==> src/rtl/sos_pkg.sv <==
// Shared constants, codes and beat types for the sweep object segmenter.
package sos_pkg;

  localparam int LOOKBACK = 2;
  localparam logic [3:0] OBJECT_LIMIT = 4'd15;

  localparam int CFG_INDEX_W = 2;
  localparam int CFG_DATA_W  = 12;

  localparam logic [CFG_INDEX_W-1:0] CFG_JUMP_THRESHOLD = 2'd0;
  localparam logic [CFG_INDEX_W-1:0] CFG_MIN_WIDTH_DEG  = 2'd1;
  localparam logic [CFG_INDEX_W-1:0] CFG_OBJ_CAP        = 2'd2;

  localparam logic [11:0] JUMP_THRESHOLD_RST = 12'd200;
  localparam logic [7:0]  MIN_WIDTH_RST      = 8'd5;
  localparam logic [3:0]  OBJ_CAP_RST        = 4'd8;

  localparam logic [9:0]  FULL_ANGLE     = 10'd180;
  localparam logic [18:0] DEG_TO_RAD_Q24 = 19'd292818;
  localparam logic [14:0] WIDTH_SAT      = 15'h7FFF;

  localparam logic [1:0] KIND_OBJECT   = 2'd0;
  localparam logic [1:0] KIND_FINISHED = 2'd1;
  localparam logic [1:0] KIND_ABORTED  = 2'd2;

  localparam logic [7:0] CMD_SPACE = 8'h20;
  localparam logic [7:0] CMD_X     = 8'h78;
  localparam logic [7:0] CMD_M     = 8'h6D;

  typedef struct packed {
    logic        first_sample;
    logic        final_sample;
    logic        command_ready;
    logic [7:0]  command_byte;
    logic [7:0]  angle;
    logic [11:0] ir_raw;
    logic [12:0] sonar_dist;
  } sos_in_t;

  typedef struct packed {
    logic [1:0]  kind;
    logic [3:0]  object_id;
    logic [7:0]  start_angle;
    logic [7:0]  end_angle;
    logic [7:0]  center_angle;
    logic [12:0] distance;
    logic [14:0] linear_width;
    logic [3:0]  kept_total;
    logic        last_of_run;
  } sos_out_t;

  typedef struct packed {
    logic capture;
    logic update;
    logic mul1;
    logic mul2;
    logic load_obj;
    logic load_stat;
  } sos_cmd_t;

  typedef struct packed {
    logic upd_obj;
    logic upd_stat;
    logic stat_held;
    logic slot_free;
  } sos_status_t;

endpackage

==> src/rtl/sweep_object_segmenter.sv <==
// Top level of the sweep object segmenter: controller plus datapath.
//
//  channel  | dir | handshake             | beat
//  ---------+-----+-----------------------+-------------------------
//  in       | in  | in_valid / in_stall   | sos_in_t sample
//  out      | out | out_valid / out_stall | sos_out_t result
//  cfg      | in  | cfg_we                | cfg_index, cfg_data
//
// One sample at a time. A sample with no result returns to idle after its update;
// a status result then waits for a free output slot; an object result first goes
// through the two-stage width multiply, and a status beat may follow the object beat.
// Output register lets the next sample enter while the last beat waits.
// Reset is synchronous; in_stall is high during reset.
module sweep_object_segmenter (
  input  logic                            clk,
  input  logic                            rst,
  input  logic                            in_valid,
  output logic                            in_stall,
  input  sos_pkg::sos_in_t                in_data,
  output logic                            out_valid,
  input  logic                            out_stall,
  output sos_pkg::sos_out_t               out_data,
  input  logic                            cfg_we,
  input  logic [sos_pkg::CFG_INDEX_W-1:0] cfg_index,
  input  logic [sos_pkg::CFG_DATA_W-1:0]  cfg_data
);
  import sos_pkg::*;

  sos_cmd_t    cmd;
  sos_status_t status;

  sos_ctrl u_ctrl (
    .clk      (clk),
    .rst      (rst),
    .in_valid (in_valid),
    .in_stall (in_stall),
    .status   (status),
    .cmd      (cmd)
  );

  sos_datapath u_datapath (
    .clk       (clk),
    .rst       (rst),
    .in_data   (in_data),
    .cfg_we    (cfg_we),
    .cfg_index (cfg_index),
    .cfg_data  (cfg_data),
    .cmd       (cmd),
    .status    (status),
    .out_stall (out_stall),
    .out_valid (out_valid),
    .out_data  (out_data)
  );

endmodule

==> src/rtl/sos_datapath.sv <==
// Datapath: sweep state, edge detection, object close, width multiply, output register.
module sos_datapath (
  input  logic                              clk,
  input  logic                              rst,
  input  sos_pkg::sos_in_t                  in_data,
  input  logic                              cfg_we,
  input  logic [sos_pkg::CFG_INDEX_W-1:0]   cfg_index,
  input  logic [sos_pkg::CFG_DATA_W-1:0]    cfg_data,
  input  sos_pkg::sos_cmd_t                 cmd,
  output sos_pkg::sos_status_t              status,
  input  logic                              out_stall,
  output logic                              out_valid,
  output sos_pkg::sos_out_t                 out_data
);
  import sos_pkg::*;

  localparam logic [7:0] LB8  = 8'(LOOKBACK);
  localparam logic [9:0] LB10 = 10'(LOOKBACK);

  logic [11:0] jump_threshold;
  logic [7:0]  min_width_deg;
  logic [3:0]  obj_cap;

  sos_in_t     in_q;
  logic [11:0] ir_hist [LOOKBACK];
  logic        in_obj;
  logic        sweep_done;
  logic [7:0]  obj_start;
  logic [12:0] near_dist;
  logic [7:0]  near_angle;
  logic [3:0]  kept;

  logic [3:0]  res_id;
  logic [7:0]  res_start;
  logic [7:0]  res_end;
  logic [7:0]  res_center;
  logic [12:0] res_dist;
  logic [7:0]  res_w;
  logic [3:0]  res_count;
  logic [1:0]  stat_kind;
  logic        stat_held;
  logic [20:0] prod1;
  logic [39:0] prod2;

  logic [11:0] hist_eff   [LOOKBACK];
  logic [11:0] hist_shift [LOOKBACK];
  logic        first;
  logic        eff_done;
  logic        eff_in_obj;
  logic [3:0]  eff_kept;
  logic        abort_byte;
  logic        abort;
  logic        proc;
  logic [11:0] past;
  logic [11:0] ir;
  logic        rise;
  logic        fall;
  logic [3:0]  limit;
  logic        can_keep;
  logic        inside_mid;
  logic [7:0]  start_n;
  logic [12:0] near_d_n;
  logic [7:0]  near_a_n;
  logic        close_fall;
  logic        close_final;
  logic [9:0]  close_end;
  logic signed [9:0] w_s;
  logic        keep;
  logic [3:0]  kept_inc;
  logic [3:0]  kept_next;
  logic        has_stat;
  logic [40:0] width_sum;
  logic [16:0] width_q;
  logic [14:0] width_sat;

  assign first      = in_q.first_sample;
  assign ir         = in_q.ir_raw;
  assign eff_done   = first ? 1'b0 : sweep_done;
  assign eff_in_obj = first ? 1'b0 : in_obj;
  assign eff_kept   = first ? 4'd0 : kept;

  always_comb begin
    for (int i = 0; i < LOOKBACK; i++) begin
      hist_eff[i] = first ? ir : ir_hist[i];
    end
    hist_shift[0] = ir;
    for (int i = 1; i < LOOKBACK; i++) begin
      hist_shift[i] = hist_eff[i-1];
    end
  end

  always_comb begin
    abort_byte = in_q.command_byte inside {CMD_SPACE, CMD_X, CMD_M};
  end

  assign abort    = !eff_done && in_q.command_ready && abort_byte;
  assign proc     = !eff_done && !abort;
  assign past     = hist_eff[LOOKBACK-1];
  assign rise     = (ir > past) && ((ir - past) > jump_threshold);
  assign fall     = (past > ir) && ((past - ir) > jump_threshold);
  assign limit    = (obj_cap < OBJECT_LIMIT) ? obj_cap : OBJECT_LIMIT;
  assign can_keep = eff_kept < limit;

  always_comb begin
    inside_mid = eff_in_obj;
    start_n    = obj_start;
    near_d_n   = near_dist;
    near_a_n   = near_angle;
    close_fall = 1'b0;
    if (proc) begin
      if (!eff_in_obj) begin
        if (rise) begin
          inside_mid = 1'b1;
          near_d_n   = in_q.sonar_dist;
          near_a_n   = in_q.angle;
          start_n    = (in_q.angle >= LB8) ? in_q.angle - LB8 : 8'd0;
        end
      end else begin
        if (in_q.sonar_dist < near_dist) begin
          near_d_n = in_q.sonar_dist;
          near_a_n = in_q.angle;
        end
        if (fall) begin
          inside_mid = 1'b0;
          close_fall = can_keep;
        end
      end
    end
  end

  assign close_final = proc && in_q.final_sample && inside_mid && can_keep;
  assign close_end   = close_fall ? ({2'b00, in_q.angle} - LB10) : FULL_ANGLE;
  assign w_s         = $signed(close_end) - $signed({2'b00, start_n});
  assign keep        = (close_fall || close_final) && (w_s >= $signed({2'b00, min_width_deg}));
  assign kept_inc    = eff_kept + 4'(keep);
  assign kept_next   = proc ? kept_inc : eff_kept;
  assign has_stat    = abort || (proc && in_q.final_sample);

  assign width_sum = {1'b0, prod2} + (41'd1 << 23);
  assign width_q   = width_sum[40:24];
  assign width_sat = (width_q > 17'(WIDTH_SAT)) ? WIDTH_SAT : width_q[14:0];

  assign status.upd_obj   = keep;
  assign status.upd_stat  = has_stat;
  assign status.stat_held = stat_held;
  assign status.slot_free = !out_valid || !out_stall;

  always_ff @(posedge clk) begin
    if (rst) begin
      jump_threshold <= JUMP_THRESHOLD_RST;
      min_width_deg  <= MIN_WIDTH_RST;
      obj_cap        <= OBJ_CAP_RST;
    end else if (cfg_we) begin
      case (cfg_index)
        CFG_JUMP_THRESHOLD: jump_threshold <= cfg_data;
        CFG_MIN_WIDTH_DEG:  min_width_deg  <= cfg_data[7:0];
        CFG_OBJ_CAP:        obj_cap        <= cfg_data[3:0];
        default: ;
      endcase
    end
  end

  always_ff @(posedge clk) begin
    if (rst) begin
      for (int i = 0; i < LOOKBACK; i++) begin
        ir_hist[i] <= 12'd0;
      end
      in_obj     <= 1'b0;
      sweep_done <= 1'b1;
      obj_start  <= 8'd0;
      near_dist  <= 13'd0;
      near_angle <= 8'd0;
      kept       <= 4'd0;
      stat_held  <= 1'b0;
    end else if (cmd.update) begin
      for (int i = 0; i < LOOKBACK; i++) begin
        ir_hist[i] <= proc ? hist_shift[i] : hist_eff[i];
      end
      in_obj     <= proc && !in_q.final_sample && inside_mid;
      sweep_done <= eff_done || has_stat;
      obj_start  <= start_n;
      near_dist  <= near_d_n;
      near_angle <= near_a_n;
      kept       <= kept_next;
      stat_held  <= has_stat;
    end
  end

  always_ff @(posedge clk) begin
    if (cmd.capture) begin
      in_q <= in_data;
    end
    if (cmd.update) begin
      res_id     <= kept_inc;
      res_start  <= start_n;
      res_end    <= close_end[7:0];
      res_center <= near_a_n;
      res_dist   <= near_d_n;
      res_w      <= w_s[7:0];
      res_count  <= kept_next;
      stat_kind  <= abort ? KIND_ABORTED : KIND_FINISHED;
    end
    if (cmd.mul1) begin
      prod1 <= 21'(res_dist) * 21'(res_w);
    end
    if (cmd.mul2) begin
      prod2 <= {19'd0, prod1} * {21'd0, DEG_TO_RAD_Q24};
    end
  end

  always_ff @(posedge clk) begin
    if (rst) begin
      out_valid <= 1'b0;
    end else if (cmd.load_obj || cmd.load_stat) begin
      out_valid <= 1'b1;
    end else if (!out_stall) begin
      out_valid <= 1'b0;
    end
  end

  always_ff @(posedge clk) begin
    if (cmd.load_obj) begin
      out_data.kind         <= KIND_OBJECT;
      out_data.object_id    <= res_id;
      out_data.start_angle  <= res_start;
      out_data.end_angle    <= res_end;
      out_data.center_angle <= res_center;
      out_data.distance     <= res_dist;
      out_data.linear_width <= width_sat;
      out_data.kept_total   <= res_count;
      out_data.last_of_run  <= !stat_held;
    end else if (cmd.load_stat) begin
      out_data.kind         <= stat_kind;
      out_data.object_id    <= 4'd0;
      out_data.start_angle  <= 8'd0;
      out_data.end_angle    <= 8'd0;
      out_data.center_angle <= 8'd0;
      out_data.distance     <= 13'd0;
      out_data.linear_width <= 15'd0;
      out_data.kept_total   <= res_count;
      out_data.last_of_run  <= 1'b1;
    end
  end

  a_done_not_inside: assert property (@(posedge clk) disable iff (rst)
    !(in_obj && sweep_done))
    else $error("object open while sweep is done");

  a_obj_angles: assert property (@(posedge clk) disable iff (rst)
    (out_valid && out_data.kind == KIND_OBJECT)
      |-> (out_data.end_angle >= out_data.start_angle))
    else $error("object beat with end angle before start angle");

  a_obj_id: assert property (@(posedge clk) disable iff (rst)
    (out_valid && out_data.kind == KIND_OBJECT)
      |-> (out_data.object_id != 4'd0 && out_data.object_id == out_data.kept_total))
    else $error("object id does not match kept count");

  a_one_load: assert property (@(posedge clk) disable iff (rst)
    !(cmd.load_obj && cmd.load_stat))
    else $error("two result loads in one cycle");

endmodule

==> src/rtl/sos_ctrl.sv <==
// Controller: sequences capture, state update, width multiply and result beats.
module sos_ctrl (
  input  logic                 clk,
  input  logic                 rst,
  input  logic                 in_valid,
  output logic                 in_stall,
  input  sos_pkg::sos_status_t status,
  output sos_pkg::sos_cmd_t    cmd
);
  import sos_pkg::*;

  localparam logic [2:0] S_IDLE      = 3'd0;
  localparam logic [2:0] S_UPDATE    = 3'd1;
  localparam logic [2:0] S_MUL1      = 3'd2;
  localparam logic [2:0] S_MUL2      = 3'd3;
  localparam logic [2:0] S_EMIT_OBJ  = 3'd4;
  localparam logic [2:0] S_EMIT_STAT = 3'd5;

  logic [2:0] state;
  logic [2:0] state_next;

  assign in_stall = rst || (state != S_IDLE);

  always_comb begin
    state_next    = state;
    cmd           = '0;
    case (state)
      S_IDLE: begin
        if (in_valid) begin
          cmd.capture = 1'b1;
          state_next  = S_UPDATE;
        end
      end
      S_UPDATE: begin
        cmd.update = 1'b1;
        if (status.upd_obj) begin
          state_next = S_MUL1;
        end else if (status.upd_stat) begin
          state_next = S_EMIT_STAT;
        end else begin
          state_next = S_IDLE;
        end
      end
      S_MUL1: begin
        cmd.mul1   = 1'b1;
        state_next = S_MUL2;
      end
      S_MUL2: begin
        cmd.mul2   = 1'b1;
        state_next = S_EMIT_OBJ;
      end
      S_EMIT_OBJ: begin
        if (status.slot_free) begin
          cmd.load_obj = 1'b1;
          state_next   = status.stat_held ? S_EMIT_STAT : S_IDLE;
        end
      end
      S_EMIT_STAT: begin
        if (status.slot_free) begin
          cmd.load_stat = 1'b1;
          state_next    = S_IDLE;
        end
      end
      default: state_next = S_IDLE;
    endcase
  end

  always_ff @(posedge clk) begin
    if (rst) begin
      state <= S_IDLE;
    end else begin
      state <= state_next;
    end
  end

endmodule

==> config.mk <==
export PLATFORM = sky130hd
export DESIGN_NAME = sweep_object_segmenter
export DESIGN_NICKNAME = d
export VERILOG_FILES = /design/src/rtl/sos_pkg.sv /design/src/rtl/sweep_object_segmenter.sv /design/src/rtl/sos_datapath.sv /design/src/rtl/sos_ctrl.sv
export SDC_FILE = /design/constraint.sdc
export NUM_CORES = 1
export LEC_CHECK = 0
export BUFFER_PORTS_ARGS = -buffer_cell sky130_fd_sc_hd__buf_2
export CORE_UTILIZATION = 30
export DETAILED_ROUTE_END_ITERATION = 12
export GPL_TIMING_DRIVEN = 0
export HOLD_SLACK_MARGIN = 0.15
export SLEW_MARGIN = 30
export SYNTH_ARGS = -nofsm -noshare
export SYNTH_HDL_FRONTEND = slang
export SYNTH_SLANG_ARGS = --single-unit
==> constraint.sdc <==
create_clock -name clk -period 8.4 [get_ports clk]
set_input_delay 2.1 -clock clk [delete_from_list [all_inputs] [get_ports clk]]
set_output_delay 2.1 -clock clk [all_outputs]
set_load 0.05 [all_outputs]
==> summary.md, run 1 <==
| Metric | Value |
|---|---|
| Status | finished, final reports clean |
| Max-slew violation count | 0 |
| Worst-path clk slew | 60 ps |
| Number of enable flip-flop cells after synthesis | 222 |
| Vert. Die Dim | 283 um |
| Largest net degree at the start of global routing | 47 |
| Yosys top cell area share | 28.1% |
| Core box area | 0.0778 mm2 |
| Min Tclk post-route | 7930 ps |
| Avg Synthesized Cell Area | 10.3 um2 |
| Setup Viol. Count Final | 0 |
| IO Pins | 128 |
| Number of synthesized register bits | 288 |
| Max Fclk | 126 MHz |
| Count of final hold-check violations | 0 |
| Top cells by count, synth | 420 x inv_1, 287 x ha_1, 229 x fa_1 |
| Antenna diodes | 0 |
| Pwr/cell area | 265 mW/mm2 |
| WHS Path Cells | 0 |
| Vias in the first global route | 16193 |
| Global Route Usage Sum | 13.5% |
| Fillcell total | 7912 |
| Final core occ | 34.8% |
| CTS tree | done |
| Max Cap Viol | 0 |
| P&R area growth vs syn | 14.5% |
| CTS max path bufs | 3 |
| CTS H-tree depth | 2 |
| Ys async rst share | 0% |
| Slew HR | 52.6% |
| CTS buffer count | 35 |
| Antenna Nets Post-Route | 0 |
| Period utilization | 94.5% |
| CP startpoint kind | flip-flop |
| CP max stage cell | or4_1 |
| Setup TNS | 0 ps |
| 1st-pass router iterations | 5 |
| Seq/Total Area, Yosys | 33.7% |
| Worst r2r path cells | 42 |
| IO buf count | 127 |
| CP endpoint kind | flip-flop |
| Avg WL per Cell | 15.1 um |
| Top cells by area, synth | edfxtp_1 28%, fa_1 19%, ha_1 15%, inv_1 6.7%, dfxtp_1 5.6% |
| CP peak stage delay | 400 ps |
| DRT iter0 DRCs | 734 |
| Critical path arrival | 8350 ps |
| Hold crit path type | flip-flop to flip-flop |
| Initial core utilization | 30.4% |
| Synth Flop Type | edfxtp_1 |
| Maximum VDD drop | 0.000178 V |
| Clk root buf | clkbuf_16 |
| Kind of critical path | flip-flop to flip-flop |
| Placer Congestion | 0.842 |
| DR vias | 15924 |
| Share of layout cells above drive strength 1 | 11.0% |
| Detailed placement HPWL | 43000 um |
| LEAKAGE | 12.1 nW |
| Syn Nets | 2868 |
| Yosys warnings | 0 |
| Cell taking the most area after synthesis | edfxtp_1 |
| Clk_skew | 18.2 ps |
| CP Max Fanout | 10 |
| Clock latency on the worst-skew pair | 560 ps |
| Netlist cell types | 68 |
| Via density | 4.50 |
| Synthesized instance count | 2289 |
| Initial antenna violation count | 5 |
| Slew of the pin with the lowest slew margin | 710 ps |
| First-pass GRT wire length | 86300 um |
| Most frequent cell after synthesis | inv_1 |
| Grt ovf | 0 |
| Cell area after synthesis | 0.0237 mm2 |
| Finished Layout Cells | 3541 |
| Die W | 283 um |
| Crit path required time | 8810 ps |
| Final WL | 53300 um |
| CTS sink cnt | 288 |
| Placed instance count | 3468 |
| # DRC | 0 |
| Row Count | 102 |
| Final nets | 3053 |
| Die footprint | 0.0801 mm2 |
## what timing repair did
action,in CTS,in global routing
pin swaps,3,4
endpoints found under the setup margin,15,12
buffers inserted,3,7
hold buffers,0,0
gates resized for setup,20,19
## cells by family after synthesis
| group | synth area share [%] |
|---|---|
| xor+xnor | 2.55 |
| compound gates | 8.17 |
| flops | 33.7 |
| fa+ha+maj | 34.5 |
| buf+inv | 7.93 |
| mux | 1.28 |
| simple gates | 11.8 |
## where the power goes
group / switching (mW) / internal, mW
sequential: 0.0738 / 1.82
clock: 0.645 / 0.874
combinational: 2.09 / 1.67
total: 2.81 / 4.37
## layout make-up
cell class	count	area (um2)	area share (%)
plain buffers	71	323	1.19
clock buffers	38	887	3.27
clock inverters	26	274	1.01
inverters	422	1590	5.85
multi-input cells	1507	13900	51.4
flip-flops and latches	288	7990	29.5
well taps	1040	1300	4.80
repair buffers	149	818	3.02
## through the flow
step | hold WS, ps | worst slack (ps) | instance area (um2) | power [mW]
floorplan | 400 | 438 | 23700 | 4.85
global placement | 404 | -1740 | 25600 | 5.60
detailed placement | 405 | -1230 | 25800 | 5.65
CTS | 419 | 13.8 | 27000 | 7.24
global route | 426 | -7.04 | 27100 | 7.84
finish | 415 | 465 | 27100 | 7.17
## per-layer routing
layer | GRT usage (%) | vias to the layer above | part of all wire [%]
met5 | 0 | - | 0.019
met4 | 2.91 | 2 | 1.7
met3 | 2.69 | 62 | 5.0
met2 | 23.0 | 308 | 48
met1 | 17.5 | 7662 | 45
li1 | - | 7890 | -
## cells in the final DEF, fill, tap and decap left out, drive strengths merged, types with 17 or more instances in the layout
cell type	netlist	layout
a21o	24	24
xor2	27	27
and2	97	97
clkinv	1	17
dfxtp	66	66
nand3	47	47
xnor2	42	42
nor2	109	109
a211oi	22	22
edfxtp	222	222
buf	16	164
nand2	217	217
mux2i	27	27
inv	421	423
o21ai	68	68
a21oi	133	133
fa	229	229
ha	287	287
clkbuf	56	94
nor3	24	24
## path summary, 6_finish.rpt
kind / start / end / slack, ps
setup / recovery: u_datapath.first$_DFFE_PP_ / u_datapath.kept[3]$_SDFFE_PP0N_ / 470
hold reg to reg: u_datapath.res_count[3]$_DFFE_PN_ / u_datapath.out_data[4]$_DFFE_PP_ / 410
hold / removal: u_datapath.res_count[3]$_DFFE_PN_ / u_datapath.out_data[4]$_DFFE_PP_ / 410
setup reg to reg: u_datapath.first$_DFFE_PP_ / u_datapath.kept[3]$_SDFFE_PP0N_ / 470
## critical path: cells and delay by family (launching register included)
family	cells	cell delay [ps]
AO/OA/AOI/OAI	16	2710
adder cells (fa/ha/maj)	5	1340
multiplexers	3	840
AND/OR/NAND/NOR	12	1680
buffers and inverters	4	580
XOR/XNOR	2	240
flip-flops	1	380
## flip-flops by register name, summed over array words and instances, names as in the netlist, 12 cells and up
register                   cells
u_datapath.near_dist          13
u_datapath.out_data           63
u_datapath.prod1              21
u_datapath.in_q               31
u_datapath.ir                 12
u_datapath.ir_hist            24
u_datapath.prod2              17
u_datapath.res_dist           13
u_datapath.jump_threshold     12
Note: power is estimated with default switching activity, not from simulation.
==> run 2: changes to the inputs <==
--- a/config.mk
+++ b/config.mk
@@ -5,6 +5,7 @@
 export SDC_FILE = /design/constraint.sdc
 export NUM_CORES = 1
 export LEC_CHECK = 0
+export ABC_AREA = 1
 export BUFFER_PORTS_ARGS = -buffer_cell sky130_fd_sc_hd__buf_2
 export CORE_UTILIZATION = 30
 export DETAILED_ROUTE_END_ITERATION = 12
==> summary.md, run 2 <==
| Metric | Value |
|---|---|
| Ys async rst share | 0% (unchanged) |
| Vert. Die Dim | 287 um (was 283 um) |
| Largest net degree at the start of global routing | 42 (was 47) |
| Flop-to-flop setup slack | 800 ps (was 470 ps) |
| # DRC | 0 (unchanged) |
| Die footprint | 0.0825 mm2 (was 0.0801 mm2) |
| Seq/Total Area, Yosys | 32.7% (was 33.7%) |
| Worst-path clk slew | 60 ps (about the same) |
| Yosys top cell area share | 27.3% (was 28.1%) |
| Leading cell types in the layout, fill and taps excluded | 671 x inv_1, 416 x nand2_1, 287 x ha_1 (was 419 x inv_1, 286 x ha_1, 229 x fa_1) |
| Min-delay src | u_datapath.res_count[3]$_DFFE_PN_ (unchanged) |
| CP startpoint kind | flip-flop (unchanged) |
| LEAKAGE | 13.5 nW (was 12.1 nW) |
| Area after DPL | 0.0266 mm2 (was 0.0258 mm2) |
| Final Cell Area | 0.0278 mm2 (was 0.0271 mm2) |
| Global routing's busiest layer | met2 (unchanged) |
| CTS max path bufs | 3 (unchanged) |
| Cell taking the most area after synthesis | edfxtp_1 (unchanged) |
| IO Pins | 128 (unchanged) |
| Slew HR | 42.2% (was 52.6%) |
| Max Cap Viol | 0 (unchanged) |
| WHS Endpoint | u_datapath.out_data[4]$_DFFE_PP_ (unchanged) |
| IO buf count | 127 (unchanged) |
| Avg WL per Cell | 14.2 um (was 15.1 um) |
| Yosys warnings | 0 (unchanged) |
| DRT iter0 DRCs | 929 (was 734) |
| Row Count | 104 (was 102) |
| Sequential power share | 23.0% (was 26.5%) |
| CTS H-tree depth | 2 (unchanged) |
| Netlist cell types | 52 (was 68) |
| Setup TNS | 0 ps (unchanged) |
| Critical path arrival | 7910 ps (was 8350 ps) |
| Top reg by flops | u_datapath.out_data (unchanged) |
| Placed instance count | 3846 (was 3468) |
| Clock latency on the worst-skew pair | 560 ps (about the same) |
| CP Max Fanout | 10 (unchanged) |
| Crit path required time | 8710 ps (was 8810 ps) |
| Top cells by count, synth | 672 x inv_1, 416 x nand2_1, 287 x ha_1 (was 420 x inv_1, 287 x ha_1, 229 x fa_1) |
| Max Fclk | 132 MHz (was 126 MHz) |
| 1st-pass router iterations | 5 (unchanged) |
| Reg2reg end | u_datapath.res_count[2]$_DFFE_PN_ (was u_datapath.kept[3]$_SDFFE_PP0N_) |
| Grt ovf | 0 (unchanged) |
| Synth Flop Type | edfxtp_1 (unchanged) |
| P_int | 4.71 mW (was 4.37 mW) |
| CTS buffer count | 37 (was 35) |
| Comb power frac | 57.9% (was 52.4%) |
| Pre-CTS setup slack | 436 ps (was -1230 ps) |
| Max-slew violation count | 0 (unchanged) |
| Unrepaired setup endpoints after global routing | no |
| Number of synthesized register bits | 288 (unchanged) |
| Slew of the pin with the lowest slew margin | 867 ps (was 710 ps) |
| Area occupied by multi-input gates | 0.0136 mm2 (was 0.0139 mm2) |
| Max FFs per register | 63 (unchanged) |
| Met1 usage | 17.4% (was 17.5%) |
| Maximum VDD drop | 0.000207 V (was 0.000178 V) |
| Synthesized instance count | 2648 (was 2289) |
| Die W | 287 um (was 283 um) |
| Period utilization | 90.5% (was 94.5%) |
| Final WL | 55700 um (was 53300 um) |
| CTS tree | done (unchanged) |
| Global Route Usage Sum | 13.8% (was 13.5%) |
| CTS sink cnt | 288 (unchanged) |
| Cell area after synthesis | 0.0244 mm2 (was 0.0237 mm2) |
| Number of enable flip-flop cells after synthesis | 222 (unchanged) |
| Initial antenna violation count | 3 (was 5) |
| Reg area | 0.00799 mm2 (unchanged) |
| P&R area growth vs syn | 14.1% (was 14.5%) |
| CP endpoint kind | flip-flop (unchanged) |
| WHS Path Cells | 0 (unchanged) |
| Antenna Nets Post-Route | 0 (unchanged) |
| Switch Pwr | 3.61 mW (was 2.81 mW) |
| Core box area | 0.0805 mm2 (was 0.0778 mm2) |
| Pwr/cell area | 299 mW/mm2 (was 265 mW/mm2) |
| Count of final hold-check violations | 0 (unchanged) |
| Tot Pwr | 8.31 mW (was 7.17 mW) |
| Worst r2r path cells | 47 (was 42) |
| Clk root buf | clkbuf_16 (unchanged) |
| Finished Layout Cells | 3916 (was 3541) |
| Final setup margin | 801 ps (was 465 ps) |
| Share of layout cells above drive strength 1 | 9.07% (was 11.0%) |
| Status | finished, final reports clean (unchanged) |
| Most used cell, CP | nand2_1 |
| Clock power share | 19.1% (was 21.2%) |
| Post-CTS Hold Buffers | 0 (unchanged) |
| Kind of critical path | flip-flop to flip-flop (unchanged) |
| Detailed placement HPWL | 45400 um (was 43000 um) |
| Final core occ | 34.5% (was 34.8%) |
| Syn Nets | 3227 (was 2868) |
| Clk_skew | 27.5 ps (was 18.2 ps) |
| First-pass GRT wire length | 90700 um (was 86300 um) |
| Avg Synthesized Cell Area | 9.21 um2 (was 10.3 um2) |
| Most frequent cell after synthesis | inv_1 (unchanged) |
| R2r startpoint | u_datapath.first$_DFFE_PP_ (unchanged) |
| Fillcell total | 8212 (was 7912) |
| Top cells by area, synth | edfxtp_1 27%, fa_1 19%, ha_1 15%, inv_1 10%, nand2_1 6.4% (was edfxtp_1 28%, fa_1 19%, ha_1 15%, inv_1 6.7%, dfxtp_1 5.6%) |
| Min Tclk post-route | 7600 ps (was 7930 ps) |
| Commonest non-fill, non-tap cell in the layout | inv_1 (unchanged) |
| Setup Viol. Count Final | 0 (unchanged) |
| Placer Congestion | 0.884 (was 0.842) |
| Final nets | 3404 (was 3053) |
| Worst hold slack | 428 ps (was 415 ps) |
| DR vias | 17326 (was 15924) |
| Via density | 4.42 (was 4.50) |
| Largest regs | u_datapath.out_data x63, u_datapath.in_q x31, u_datapath.ir_hist x24 (unchanged) |
| GR Util met3 | 2.32% (was 2.69%) |
| Hold crit path type | flip-flop to flip-flop (unchanged) |
| CP peak stage delay | 390 ps (was 400 ps) |
| Switching Share | 43.4% (was 39.1%) |
| Initial core utilization | 30.3% (was 30.4%) |
| Global Route met2 Usage | 24.0% (was 23.0%) |
| CP max stage cell | edfxtp_1 (was or4_1) |
| Vias in the first global route | 17689 (was 16193) |
-- run 2: cell type report --
type | count | area share (%)
inverter | 680 | 9.19
multi-input combinational | 1619 | 49.0
antenna | 2 | 0.0180
clock inverter | 20 | 0.796
sequential | 288 | 28.7
buffer | 61 | 0.935
tap | 1060 | 4.77
timing repair buffer | 138 | 3.00
clock buffer | 48 | 3.59
-- run 2: power groups by stage --
stage	logic, mW	registers (mW)	clock network (mW)
2_1_floorplan	3.76	1.96	0
3_3_place_gp	4.76	1.95	0
3_5_place_dp	4.84	1.94	0
4_1_cts	4.87	1.91	1.64
5_1_grt	5.60	1.92	1.68
6_report	4.81	1.91	1.59
-- run 2: how the worst max path moves through the flow --
| stage | startpoint | to | slack, ps |
|---|---|---|---|
| detailed placement | u_datapath.first$_DFFE_PP_ | u_datapath.res_count[2]$_DFFE_PN_ | 440 |
| global placement | u_datapath.first$_DFFE_PP_ | u_datapath.res_count[2]$_DFFE_PN_ | 530 |
| finish | u_datapath.first$_DFFE_PP_ | u_datapath.res_count[2]$_DFFE_PN_ | 800 |
| global route | u_datapath.first$_DFFE_PP_ | u_datapath.res_count[2]$_DFFE_PN_ | 90 |
| CTS | u_datapath.first$_DFFE_PP_ | u_datapath.res_count[2]$_DFFE_PN_ | 390 |
| floorplan | u_datapath.first$_DFFE_PP_ | u_datapath.res_count[2]$_DFFE_PN_ | 1800 |
-- run 2: kinds of logic after synthesis --
| group | share of synthesized area [%] |
|---|---|
| compound gates | 8.13 |
| fa+ha+maj | 33.5 |
| xor+xnor | 2.55 |
| mux | 0.0462 |
| buf+inv | 11.5 |
| simple gates | 11.5 |
| flops | 32.7 |
-- run 2: what timing repair did --
action	4_1_cts	5_1_grt
hold endpoints to repair	0	0
endpoints found under the setup margin	0	9
buffers inserted	0	0
gates resized for setup	0	10
-- run 2: critical path, delay by kind of cell (launching register included) --
kind | cells | cell delay (ps)
and+or+nand+nor | 17 | 1760
xor gates and xnor gates | 3 | 500
DFF | 1 | 390
buffers and inverters | 9 | 1080
AOI/OAI and AO/OA | 12 | 1990
adders and majority gates | 6 | 1590
-- run 2: routing by layer --
metal  wire [um]  vias to the layer above
li1            -                     8693
met1       24900                     8227
met2       26800                      330
met3        2530                       74
met4        1470                        2
met5          13                        -
==> run 3: changes to the inputs <==
--- a/config.mk
+++ b/config.mk
@@ -7,6 +7,7 @@
 export LEC_CHECK = 0
 export ABC_AREA = 1
 export BUFFER_PORTS_ARGS = -buffer_cell sky130_fd_sc_hd__buf_2
+export CORE_ASPECT_RATIO = 2
 export CORE_UTILIZATION = 30
 export DETAILED_ROUTE_END_ITERATION = 12
 export GPL_TIMING_DRIVEN = 0
==> summary.md, run 3 (synthesis gave the netlist of run 2 again) <==
| Metric | Value |
|---|---|
| Pwr/cell area | 299 mW/mm2 (about the same) |
| Avg WL per Cell | 16.4 um (was 14.2 um) |
| Period utilization | 91.7% (was 90.5%) |
| Largest net degree at the start of global routing | 54 (was 42) |
| Via density | 4.56 (was 4.42) |
| Status | finished, final reports clean (unchanged) |
| Min Tclk post-route | 7700 ps (was 7600 ps) |
| Switch Pwr | 3.67 mW (was 3.61 mW) |
| Pre-CTS setup slack | -35.3 ps (was 436 ps) |
| Top reg by flops | u_datapath.out_data (unchanged) |
| Sequential power share | 23.1% (was 23.0%) |
| Vias in the first global route | 19116 (was 17689) |
| Final setup margin | 695 ps (was 801 ps) |
| 1st-pass router iterations | 5 (unchanged) |
| Reg2reg end | u_datapath.res_count[1]$_DFFE_PN_ (was u_datapath.res_count[2]$_DFFE_PN_) |
| Final nets | 3399 (was 3404) |
| R2r startpoint | u_datapath.first$_DFFE_PP_ (unchanged) |
| Setup TNS | 0 ps (unchanged) |
| DR vias | 17711 (was 17326) |
| Die W | 204 um (was 287 um) |
| Comb power frac | 59.4% (was 57.9%) |
| Max Cap Viol | 0 (unchanged) |
| CP startpoint kind | flip-flop (unchanged) |
| Clk root buf | clkbuf_16 (unchanged) |
| Clock power share | 17.5% (was 19.1%) |
| WHS Path Cells | 0 (unchanged) |
| Crit path required time | 8730 ps (was 8710 ps) |
| Grt ovf | 0 (unchanged) |
| Area occupied by multi-input gates | 0.0136 mm2 (about the same) |
| Setup Viol. Count Final | 0 (unchanged) |
| Clock latency on the worst-skew pair | 590 ps (was 560 ps) |
| Slew of the pin with the lowest slew margin | 928 ps (was 867 ps) |
| LEAKAGE | 13.5 nW (about the same) |
| Initial antenna violation count | 1 (was 3) |
| Final Cell Area | 0.0277 mm2 (was 0.0278 mm2) |
| CP max stage cell | edfxtp_1 (unchanged) |
| Count of final hold-check violations | 0 (unchanged) |
| Vert. Die Dim | 405 um (was 287 um) |
| Global Route Usage Sum | 15.9% (was 13.8%) |
| Hold crit path type | flip-flop to flip-flop (unchanged) |
| # DRC | 0 (unchanged) |
| CTS tree | done (unchanged) |
| IO Pins | 128 (unchanged) |
| Max FFs per register | 63 (unchanged) |
| Final WL | 63600 um (was 55700 um) |
| Critical path arrival | 8040 ps (was 7910 ps) |
| Placer Congestion | 0.924 (was 0.884) |
| Leading cell types in the layout, fill and taps excluded | 668 x inv_1, 416 x nand2_1, 287 x ha_1 (was 671 x inv_1, 416 x nand2_1, 287 x ha_1) |
| CP Launch Point | u_datapath.first$_DFFE_PP_ (unchanged) |
| Finished Layout Cells | 3887 (was 3916) |
| Max-slew violation count | 0 (unchanged) |
| Worst-path clk slew | 60 ps (about the same) |
| Clk_skew | 11.5 ps (was 27.5 ps) |
| IO buf count | 127 (unchanged) |
| Antenna diodes | 0 (was 2) |
| CP peak stage delay | 370 ps (was 390 ps) |
| CTS H-tree depth | 1 (was 2) |
| Switching Share | 44.2% (was 43.4%) |
| P_int | 4.63 mW (was 4.71 mW) |
| Kind of critical path | flip-flop to flip-flop (unchanged) |
| Most used cell, CP | nand2_1 (unchanged) |
| Fillcell total | 8252 (was 8212) |
| Slew HR | 37.6% (was 42.2%) |
| Flop-to-flop setup slack | 700 ps (was 800 ps) |
| DRT iter0 DRCs | 545 (was 929) |
| Row Count | 147 (was 104) |
| Reg area | 0.00799 mm2 (unchanged) |
| CP Max Fanout | 10 (unchanged) |
| Die footprint | 0.0825 mm2 (about the same) |
| CTS sink cnt | 288 (unchanged) |
| P&R area growth vs syn | 13.7% (was 14.1%) |
| End of the critical path | u_datapath.res_count[1]$_DFFE_PN_ (was u_datapath.res_count[2]$_DFFE_PN_) |
| Max Fclk | 130 MHz (was 132 MHz) |
| Share of layout cells above drive strength 1 | 9.21% (was 9.07%) |
| Detailed placement HPWL | 53700 um (was 45400 um) |
| CTS max path bufs | 3 (unchanged) |
| CTS buffer count | 31 (was 37) |
| Commonest non-fill, non-tap cell in the layout | inv_1 (unchanged) |
| Maximum VDD drop | 0.000254 V (was 0.000207 V) |
| CP endpoint kind | flip-flop (unchanged) |
| Core box area | 0.0804 mm2 (was 0.0805 mm2) |
| Antenna Nets Post-Route | 0 (unchanged) |
| Worst hold slack | 420 ps (was 428 ps) |
| Worst r2r path cells | 44 (was 47) |
| Placed instance count | 3829 (was 3846) |
| Largest regs | u_datapath.out_data x63, u_datapath.in_q x31, u_datapath.ir_hist x24 (unchanged) |
| First-pass GRT wire length | 99500 um (was 90700 um) |
| Initial core utilization | 30.4% (was 30.3%) |
| Area after DPL | 0.0266 mm2 (about the same) |
==> run 3: changes by cell type in the layout (fill, tap and decap cells not counted), moves of 3 or more <==
| cell | previous run | this run |
|---|---|---|
| clkbuf_1 | 51 | 45 |
| clkbuf_16 | 38 | 33 |
| clkbuf_2 | 4 | 1 |
| clkbuf_8 | 1 | 9 |
| clkinv_2 | 8 | 4 |
| inv_1 | 671 | 668 |
| o21ai_0 | 105 | 102 |
==> run 3: power groups by stage <==
stage / clock network [mW] / logic (mW) / registers [mW]
after floorplan: 0 / 3.76 / 1.96
after global placement: 0 / 4.84 / 1.95
after detailed placement: 0 / 4.93 / 1.95
after CTS: 1.49 / 4.96 / 1.92
after global routing: 1.53 / 5.66 / 1.93
final: 1.45 / 4.93 / 1.92
==> run 3: critical path: cells and delay by family (launching register included) <==
| family | cells | cell delay [ps] |
|---|---|---|
| AND/OR/NAND/NOR | 15 | 1520 |
| buffers and inverters | 9 | 1230 |
| XOR/XNOR | 2 | 410 |
| adder cells (fa/ha/maj) | 6 | 1820 |
| flip-flops | 1 | 370 |
| AO/OA/AOI/OAI | 12 | 2110 |
==> run 3: metal layers <==
layer  GRT usage, %  vias to the layer above  wire length (um)
met5              0                        -                 0
met4           8.61                        0              3660
met3           2.21                      129              2490
met2           33.3                      365             37100
met1           13.8                     8536             20300
li1               -                     8681                 -
==> run 3: layout make-up <==
class / instances / share of cell area [%]
plain buffers: 60 / 0.961
flip-flops and latches: 288 / 28.8
repair buffers: 140 / 3.12
multi-input cells: 1619 / 49.2
inverters: 680 / 9.25
well taps: 1043 / 4.71
clock inverters: 12 / 0.478
clock buffers: 45 / 3.47
==> run 3: worst min path at each step <==
stage          slack, ps                          endpoint                               from
2_1_floorplan        400  u_datapath.out_data[1]$_DFFE_PP_  u_datapath.res_count[0]$_DFFE_PN_
6_report             420  u_datapath.out_data[3]$_DFFE_PP_  u_datapath.res_count[2]$_DFFE_PN_
5_1_grt              430  u_datapath.out_data[3]$_DFFE_PP_  u_datapath.res_count[2]$_DFFE_PN_
4_1_cts              420  u_datapath.out_data[3]$_DFFE_PP_  u_datapath.res_count[2]$_DFFE_PN_
3_3_place_gp         410  u_datapath.out_data[3]$_DFFE_PP_  u_datapath.res_count[2]$_DFFE_PN_
3_5_place_dp         400  u_datapath.out_data[3]$_DFFE_PP_  u_datapath.res_count[2]$_DFFE_PN_
==> run 3: stage by stage <==
step                      utilization [%]  total power [mW]
after floorplan                         -              5.71
after global placement               32.8              6.80
after detailed placement             33.1              6.88
after CTS                            34.4              8.37
after global routing                 34.5              9.12
final                                34.5              8.29
==> run 3: repair_timing <==
action                                  4_1_cts  5_1_grt
resized for setup                             1       25
setup buffers                                 0        2
endpoints found under the setup margin        2       12
pin swaps                                     0        2
hold buffers                                  0        0
